$ cat src/design/i4q_pkg.sv
`timescale 1ns / 1ps
// Shared types and helpers for the int4 pair quantizer.
// No dependencies.
package i4q_pkg;

    localparam int ManW = 24;
    localparam int ExpW = 10;
    localparam int ProdW = 2 * ManW;
    localparam int XW = 11;
    localparam logic [2:0] QMax = 3'd7;

    typedef enum logic [1:0] {
        KIND_ZERO,
        KIND_SAT,
        KIND_NUM
    } kind_t;

    typedef struct packed {
        logic                   sign;
        logic                   nan;
        logic                   inf;
        logic                   zero;
        logic signed [ExpW-1:0] exp;
        logic [ManW-1:0]        man;
    } op_t;

    function automatic kind_t kind_of(op_t a, op_t b);
        kind_t k;
        k = KIND_NUM;
        if (a.nan || b.nan)
        begin
            k = KIND_ZERO;
        end
        else if (a.inf || b.inf)
        begin
            k = (a.zero || b.zero) ? KIND_ZERO : KIND_SAT;
        end
        else if (a.zero || b.zero)
        begin
            k = KIND_ZERO;
        end
        return k;
    endfunction

endpackage

$ cat src/design/i4q_norm.sv
`timescale 1ns / 1ps
// Classifies one fp32 operand and normalises its significand to bit 23.
// Depends on i4q_pkg.
module i4q_norm (
    input  logic [31:0]   value,
    output i4q_pkg::op_t  op
);

    logic [7:0]  e;
    logic [22:0] f;
    logic [4:0]  pos;
    logic [4:0]  shift;

    always_comb
    begin
        e = value[30:23];
        f = value[22:0];
        pos = 5'd0;
        for (int i = 0; i < 23; i++)
        begin
            if (f[i])
            begin
                pos = 5'(i);
            end
        end
        shift = 5'd23 - pos;
        op.sign = value[31];
        op.nan  = (e == 8'hFF) && (f != 23'd0);
        op.inf  = (e == 8'hFF) && (f == 23'd0);
        op.zero = (e == 8'd0) && (f == 23'd0);
        if (e == 8'd0)
        begin
            op.man = {1'b0, f} << shift;
            op.exp = 10'sd1 - $signed({5'd0, shift});
        end
        else
        begin
            op.man = {1'b1, f};
            op.exp = $signed({2'd0, e});
        end
    end

endmodule

$ cat src/design/i4q_round.sv
`timescale 1ns / 1ps
// Rounds a 48-bit product to fp32, then to an int4 nibble clamped to -7..7.
// Depends on i4q_pkg.
module i4q_round (
    input  i4q_pkg::kind_t                  kind,
    input  logic                            neg,
    input  logic [i4q_pkg::ProdW-1:0]       prod,
    input  logic signed [i4q_pkg::XW-1:0]   x,
    output logic [3:0]                      nibble
);

    logic [i4q_pkg::ProdW-1:0] pn;
    logic signed [11:0]        t;
    logic [23:0]               rem;
    logic [24:0]               keep;
    logic [4:0]                sh;
    logic [25:0]               sum;
    logic [25:0]               qw;
    logic [2:0]                mag;

    always_comb
    begin
        if (prod[i4q_pkg::ProdW-1])
        begin
            pn = prod;
            t  = 12'sd47 + 12'(x);
        end
        else
        begin
            pn = prod << 1;
            t  = 12'sd46 + 12'(x);
        end
        rem  = pn[23:0];
        keep = {1'b0, pn[47:24]};
        if (rem > 24'h800000 || (rem == 24'h800000 && pn[24]))
        begin
            keep = keep + 25'd1;
        end
        case (t)
            -12'sd2: sh = 5'd25;
            -12'sd1: sh = 5'd24;
            12'sd0:  sh = 5'd23;
            12'sd1:  sh = 5'd22;
            default: sh = 5'd21;
        endcase
        sum = {1'b0, keep} + (26'd1 << (sh - 5'd1));
        qw  = sum >> sh;
        if (kind == i4q_pkg::KIND_ZERO)
        begin
            mag = 3'd0;
        end
        else if (kind == i4q_pkg::KIND_SAT || t >= 12'sd3)
        begin
            mag = i4q_pkg::QMax;
        end
        else if (t <= -12'sd3)
        begin
            mag = 3'd0;
        end
        else if (qw > 26'd7)
        begin
            mag = i4q_pkg::QMax;
        end
        else
        begin
            mag = qw[2:0];
        end
        nibble = neg ? (4'd0 - {1'b0, mag}) : {1'b0, mag};
    end

endmodule

$ cat src/design/fp32_to_int4_pair_quantize_pack.sv
`timescale 1ns / 1ps
// Quantises a pair of fp32 values by the inverse scale register into two
// int4 nibbles packed in one byte. Depends on i4q_pkg, i4q_norm, i4q_round.
// Throughput is one pair per cycle; from acceptance a pair passes to the
// result register through the stages input, normalise, 24x24 multiply and
// round. The whole pipeline stalls together while a result waits to be
// taken.
module fp32_to_int4_pair_quantize_pack (
    input  logic        clk,
    input  logic        rst_n,
    input  logic        cfg_we,
    input  logic [31:0] cfg_wdata,
    input  logic        in_valid,
    output logic        in_ready,
    input  logic [31:0] first_value,
    input  logic [31:0] second_value,
    input  logic        last_pair,
    output logic        out_valid,
    input  logic        out_ready,
    output logic [7:0]  packed_byte,
    output logic        last_out
);

    logic        advance;
    logic [31:0] scale_reg;
    logic [3:0]  vld_reg;
    logic [3:0]  last_reg;
    logic [31:0] val_reg [2];
    i4q_pkg::op_t scale_op;
    i4q_pkg::op_t val_op [2];

    i4q_pkg::kind_t                    kind1_reg [2];
    logic                              neg1_reg  [2];
    logic [i4q_pkg::ManW-1:0]          ma1_reg   [2];
    logic [i4q_pkg::ManW-1:0]          mb1_reg   [2];
    logic signed [i4q_pkg::ExpW-1:0]   ea1_reg   [2];
    logic signed [i4q_pkg::ExpW-1:0]   eb1_reg   [2];

    i4q_pkg::kind_t                    kind2_reg [2];
    logic                              neg2_reg  [2];
    logic [i4q_pkg::ProdW-1:0]         prod2_reg [2];
    logic signed [i4q_pkg::XW-1:0]     x2_reg    [2];

    logic [3:0]  nib [2];
    logic [7:0]  byte_reg;

    assign advance   = !vld_reg[3] || out_ready;
    assign in_ready  = advance;
    assign out_valid = vld_reg[3];
    assign packed_byte = byte_reg;
    assign last_out  = last_reg[3];

    i4q_norm u_norm_s (.value(scale_reg), .op(scale_op));

    for (genvar g = 0; g < 2; g++)
    begin : g_lane
        i4q_norm u_norm (.value(val_reg[g]), .op(val_op[g]));
        i4q_round u_round (
            .kind   (kind2_reg[g]),
            .neg    (neg2_reg[g]),
            .prod   (prod2_reg[g]),
            .x      (x2_reg[g]),
            .nibble (nib[g])
        );
    end

    always_ff @(posedge clk or negedge rst_n)
    begin
        if (!rst_n)
        begin
            scale_reg <= 32'd0;
            vld_reg   <= 4'd0;
        end
        else
        begin
            if (cfg_we)
            begin
                scale_reg <= cfg_wdata;
            end
            if (advance)
            begin
                vld_reg <= {vld_reg[2:0], in_valid};
            end
        end
    end

    always_ff @(posedge clk)
    begin
        if (advance)
        begin
            val_reg[0] <= first_value;
            val_reg[1] <= second_value;
            last_reg   <= {last_reg[2:0], last_pair};
            for (int i = 0; i < 2; i++)
            begin
                kind1_reg[i] <= i4q_pkg::kind_of(val_op[i], scale_op);
                neg1_reg[i]  <= val_op[i].sign ^ scale_op.sign;
                ma1_reg[i]   <= val_op[i].man;
                mb1_reg[i]   <= scale_op.man;
                ea1_reg[i]   <= val_op[i].exp;
                eb1_reg[i]   <= scale_op.exp;
                kind2_reg[i] <= kind1_reg[i];
                neg2_reg[i]  <= neg1_reg[i];
                prod2_reg[i] <= ma1_reg[i] * mb1_reg[i];
                x2_reg[i]    <= 11'(ea1_reg[i]) + 11'(eb1_reg[i]) - 11'sd300;
            end
            byte_reg <= {nib[1], nib[0]};
        end
    end

endmodule

$ cat config.mk
export PLATFORM = sky130hd
export DESIGN_NAME = fp32_to_int4_pair_quantize_pack
export DESIGN_NICKNAME = d
export VERILOG_FILES = /design/src/design/i4q_pkg.sv /design/src/design/i4q_norm.sv /design/src/design/i4q_round.sv /design/src/design/fp32_to_int4_pair_quantize_pack.sv
export SDC_FILE = /design/constraint.sdc
export NUM_CORES = 2
export LEC_CHECK = 0
export BUFFER_PORTS_ARGS = -buffer_cell sky130_fd_sc_hd__buf_2
export CAP_MARGIN = 20
export CORE_AREA = 5 5 329 331
export DETAILED_ROUTE_END_ITERATION = 7
export DIE_AREA = 0 0 334 336
export PLACE_DENSITY = 0.74
export SKIP_CTS_REPAIR_TIMING = 1
export SLEW_MARGIN = 20
export SYNTH_ARGS = -nofsm -noshare
export SYNTH_HDL_FRONTEND = slang
export SYNTH_SLANG_ARGS = --single-unit
$ cat constraint.sdc
create_clock -name clk -period 8.3 [get_ports clk]
set_input_delay 0.83 -clock clk [delete_from_list [all_inputs] [get_ports clk]]
set_output_delay 0.83 -clock clk [all_outputs]
set_load 0.01 [all_outputs]
==> results <==
- The core box area is roughly 0.10 sq mm.
- In this run, synthesis inferred about 310 flip-flops with an integrated enable.
- The summed instance area of the synthesized netlist is roughly 0.057 sq mm.
- The worst hold-check path type is in2async.
- The number of pins with negative max-slew slack in the final report is 0.
- The met1 usage in global routing is 0.384.
- The die covers 0.112 sq mm.
- During synthesis, Yosys emitted a total of 0 warnings.
- The met2 usage in global routing is 0.414.
- The initial utilization of the core area, before any placement, comes to 0.546.
- Global routing finished with a remaining overflow of 0.
- The average wire length per cell after detail routing is 20.2 um.
- Ranked by total cell area, the synthesized netlist is headed by fa_1 (34%), edfxtp_1 (16%), ha_1 (9.8%), inv_1 (7.1%), nand2_1 (6.0%).
- The number of top-level pins is 113.
- The number of detailed-route iterations in the first pass is 6.
- TritonCTS built the clock tree.
- The detailed router finished its first iteration with approximately 4,000 violations.
- Of all flip-flops after synthesis, the portion carrying an async set or reset was 0.106.
- In this run, CTS created clock tree buffers numbering between 40 and 50.
- The number of unique standard cell types used by synthesis is 86.
- The via count of the first global-routing pass is 44,500.
- At the later pin of the worst-skew pair, clock insertion delay measures about 0.64 ns.
- The slowest cell on the critical path is edfxtp_1.
- The number of synthesized register bits is between 300 and 400.
- The top cell family by delay on the critical path is adder cells.
- The maximum clock insertion buffer count is 3.
- The global routing stage identified its most utilized layer as met2.
- The port buffer count is 112.
- The last weighted congestion value of the routability-driven placer is around 0.97.
- The number of nets in the layout is between 7,000 and 8,000.
- The worst path needs around 8 ns of the cycle, external delays included.
- Compared with the post-synthesis result, the final layout area differs by 7.01%.
- The count of maximum capacitance violations is 0.
- Clock skew on the completed layout was measured at approximately 0.037 ns.
- Walking the worst path, the cells encountered are buf_4, nand2_1, fa_1, inv_1, fa_1, fa_1, inv_1, fa_1, fa_1, inv_1, fa_1, fa_1, ha_1, a21o_1, a31oi_1, o21ai_1, a211o_1, a21o_1, and3_1, or2_2, a221o_1, a21oi_1, xnor2_1.
- Tracing the worst setup path back leads to its startpoint at ma1_reg[0][35]$_DFFE_PP_.
- The total track usage is 0.275.
- The count of unresolved DRC violations after routing is 0.
- The most used flip-flop cell after synthesis is edfxtp_1.
- In this run the register-to-register setup slack is between 0.3 and 0.4 ns.
- From bottom edge to top edge, the die measures roughly 340 um.
- The count of vias placed by the detailed router is between 40,000 and 50,000.
- The final count of negative-setup-slack endpoints is 0.
- The site row count is 119.
- The initial antenna violation count came to 5.
- Of the synthesized area, sequential elements account for 0.176.
- The met3 demand-to-capacity share in global routing is 0.0855.
- The final antenna-violating net count is 0.
- Setup repair after global routing left no endpoint under its margin.
- The total count of hold-check failures in the final report came to 0.
- The total number of clock tree sinks is 341.
- After clock tree synthesis, the clock-pin slew on the worst setup and hold paths is roughly 0.07 ns.
- Derived from the worst setup path, the maximum achievable clock frequency is between 100 and 150 MHz.
- The worst setup path is launched from a register.
- In the routed layout, each cell is associated on average with a via count of between 5 and 6.
- The critical path endpoint category is a register.
- The worst register-to-register path begins at ma1_reg[0][35]$_DFFE_PP_.
- The actual transition at the worst max-transition pin is about 1.1 ns.
- Counting every instance in the synthesized netlist gives 6,072.
- The share of Yosys cell area claimed by the top area cell type is 0.338.
- The worst path buffer plus inverter count is 4.
- The HPWL after detailed placement is around 120,000 um.
- Along the worst path, the maximum fanout reaches 18.
- The first-pass GRT wire length is about 240,000 um.
- The setup TNS after final layout is 0 ns.
- The leading cell type by number of instances after synthesis is inv_1.
- The reg-to-reg critical path endpoint is prod2_reg[0][83]$_DFFE_PP_.
- Summed over all instances, the cell type with the most area after synthesis is fa_1.
- The kind of critical path is reg2reg.
- Entering global routing, the biggest net connects around 140 pins.
- The CTS root buffer is clkbuf_16.
- The flow ran to the end, and the final reports show no timing, DRC or antenna violations.
- The max-slew headroom at the worst pin is 0.262.
- The biggest cell delay along the critical path is 1.00 ns.
- The depth of the worst register-to-register path is 23.
- The register with the most flip-flops in the layout has 96 of them.
- The commonest cells after synthesis are inv_1 (1,084), fa_1 (966), nand2_1 (910).
- Counting stages on the worst path, the most repeated cell is fa_1.
- The depth of the CTS H-tree is 2.
- In this run the horizontal extent of the chip is ~330 um.
- The routed wire length is ~150,000 um.
- The layout cell share with drive strength beyond 1 is 0.0705.
- In the finished design, the share of the clock period the worst path needs comes to 0.952.
- The data arrival time of the critical path is ~8.3 ns.
- The required time of the critical path is 8.70 ns.
- In this run the mean area of a mapped cell was between 9 and 10 sq um.
cell usage in the layout (no fill, tap or decap), types with 26 or more instances in the layout:
| cell | netlist | final |
|---|---|---|
| ha_1 | 450 | 450 |
| edfxtp_1 | 305 | 305 |
| inv_1 | 1084 | 1084 |
| clkbuf_16 | 0 | 44 |
| buf_2 | 8 | 112 |
| a211oi_1 | 42 | 42 |
| conb_1 | 1 | 38 |
| xor2_1 | 63 | 63 |
| mux2i_1 | 123 | 123 |
| buf_4 | 1 | 149 |
| mux2_2 | 39 | 39 |
| fa_1 | 966 | 966 |
| a21oi_1 | 204 | 204 |
| o21bai_1 | 32 | 32 |
| nand3_1 | 52 | 52 |
| dfrtp_1 | 36 | 36 |
| nor3_1 | 51 | 51 |
| and3_1 | 30 | 30 |
| xnor2_1 | 112 | 112 |
| nor2_1 | 185 | 185 |
| o21ai_0 | 119 | 118 |
| a21o_1 | 70 | 70 |
| and2_1 | 458 | 458 |
| o22ai_1 | 26 | 26 |
| nor2b_1 | 31 | 31 |
| nand2_1 | 910 | 910 |
how the worst max path moves through the flow:
stage | endpoint | depth (start not counted) | slack [ns]
finish | prod2_reg[0][83]$_DFFE_PP_ | 23 | 0.40
global route | prod2_reg[0][44]$_DFFE_PP_ | 27 | 0.04
CTS | prod2_reg[0][44]$_DFFE_PP_ | 25 | 0.45
detailed placement | prod2_reg[0][83]$_DFFE_PP_ | 23 | 0.50
global placement | prod2_reg[0][44]$_DFFE_PP_ | 26 | 0.61
floorplan | prod2_reg[0][44]$_DFFE_PP_ | 27 | 0.82
per-stage QoR:
stage	hold slack [ns]	util	area (sq um)	std cells	worst slack, ns
after floorplan	0.400	-	57300	6109	0.820
after global placement	0.403	0.570	59700	7463	0.615
after detailed placement	0.405	0.570	59700	7463	0.498
after CTS	0.285	0.583	61100	7542	0.451
after global routing	0.341	0.584	61200	7549	0.0396
final	0.297	0.584	61200	7551	0.399
logic make-up after synthesis:
family          Yosys count  share of synthesized area
simple gates           1851                      0.154
buf+inv                1390                     0.0915
mux                     168                     0.0316
other cells               1                  0.0000656
compound gates          726                     0.0834
fa+ha+maj              1420                      0.437
xor+xnor                175                     0.0268
flops                   341                      0.176
layout make-up:
cell class / count / area (sq um)
fill: 8962 / 43600
sequential: 341 / 10100
inverter: 1090 / 4090
tap: 1391 / 1740
clock buffer: 54 / 1150
multi-input combinational: 4378 / 42100
antenna: 2 / 5.00
clock inverter: 25 / 226
timing repair buffer: 270 / 1840
metal layers:
layer	share of wire	vias up
met1	0.40	21500
met5	0.00031	-
met2	0.43	2235
li1	-	19300
met3	0.12	348
met4	0.037	6
Power is not shown: default switching activity piles up to over one toggle a cycle in this logic, so the estimate is an artifact.
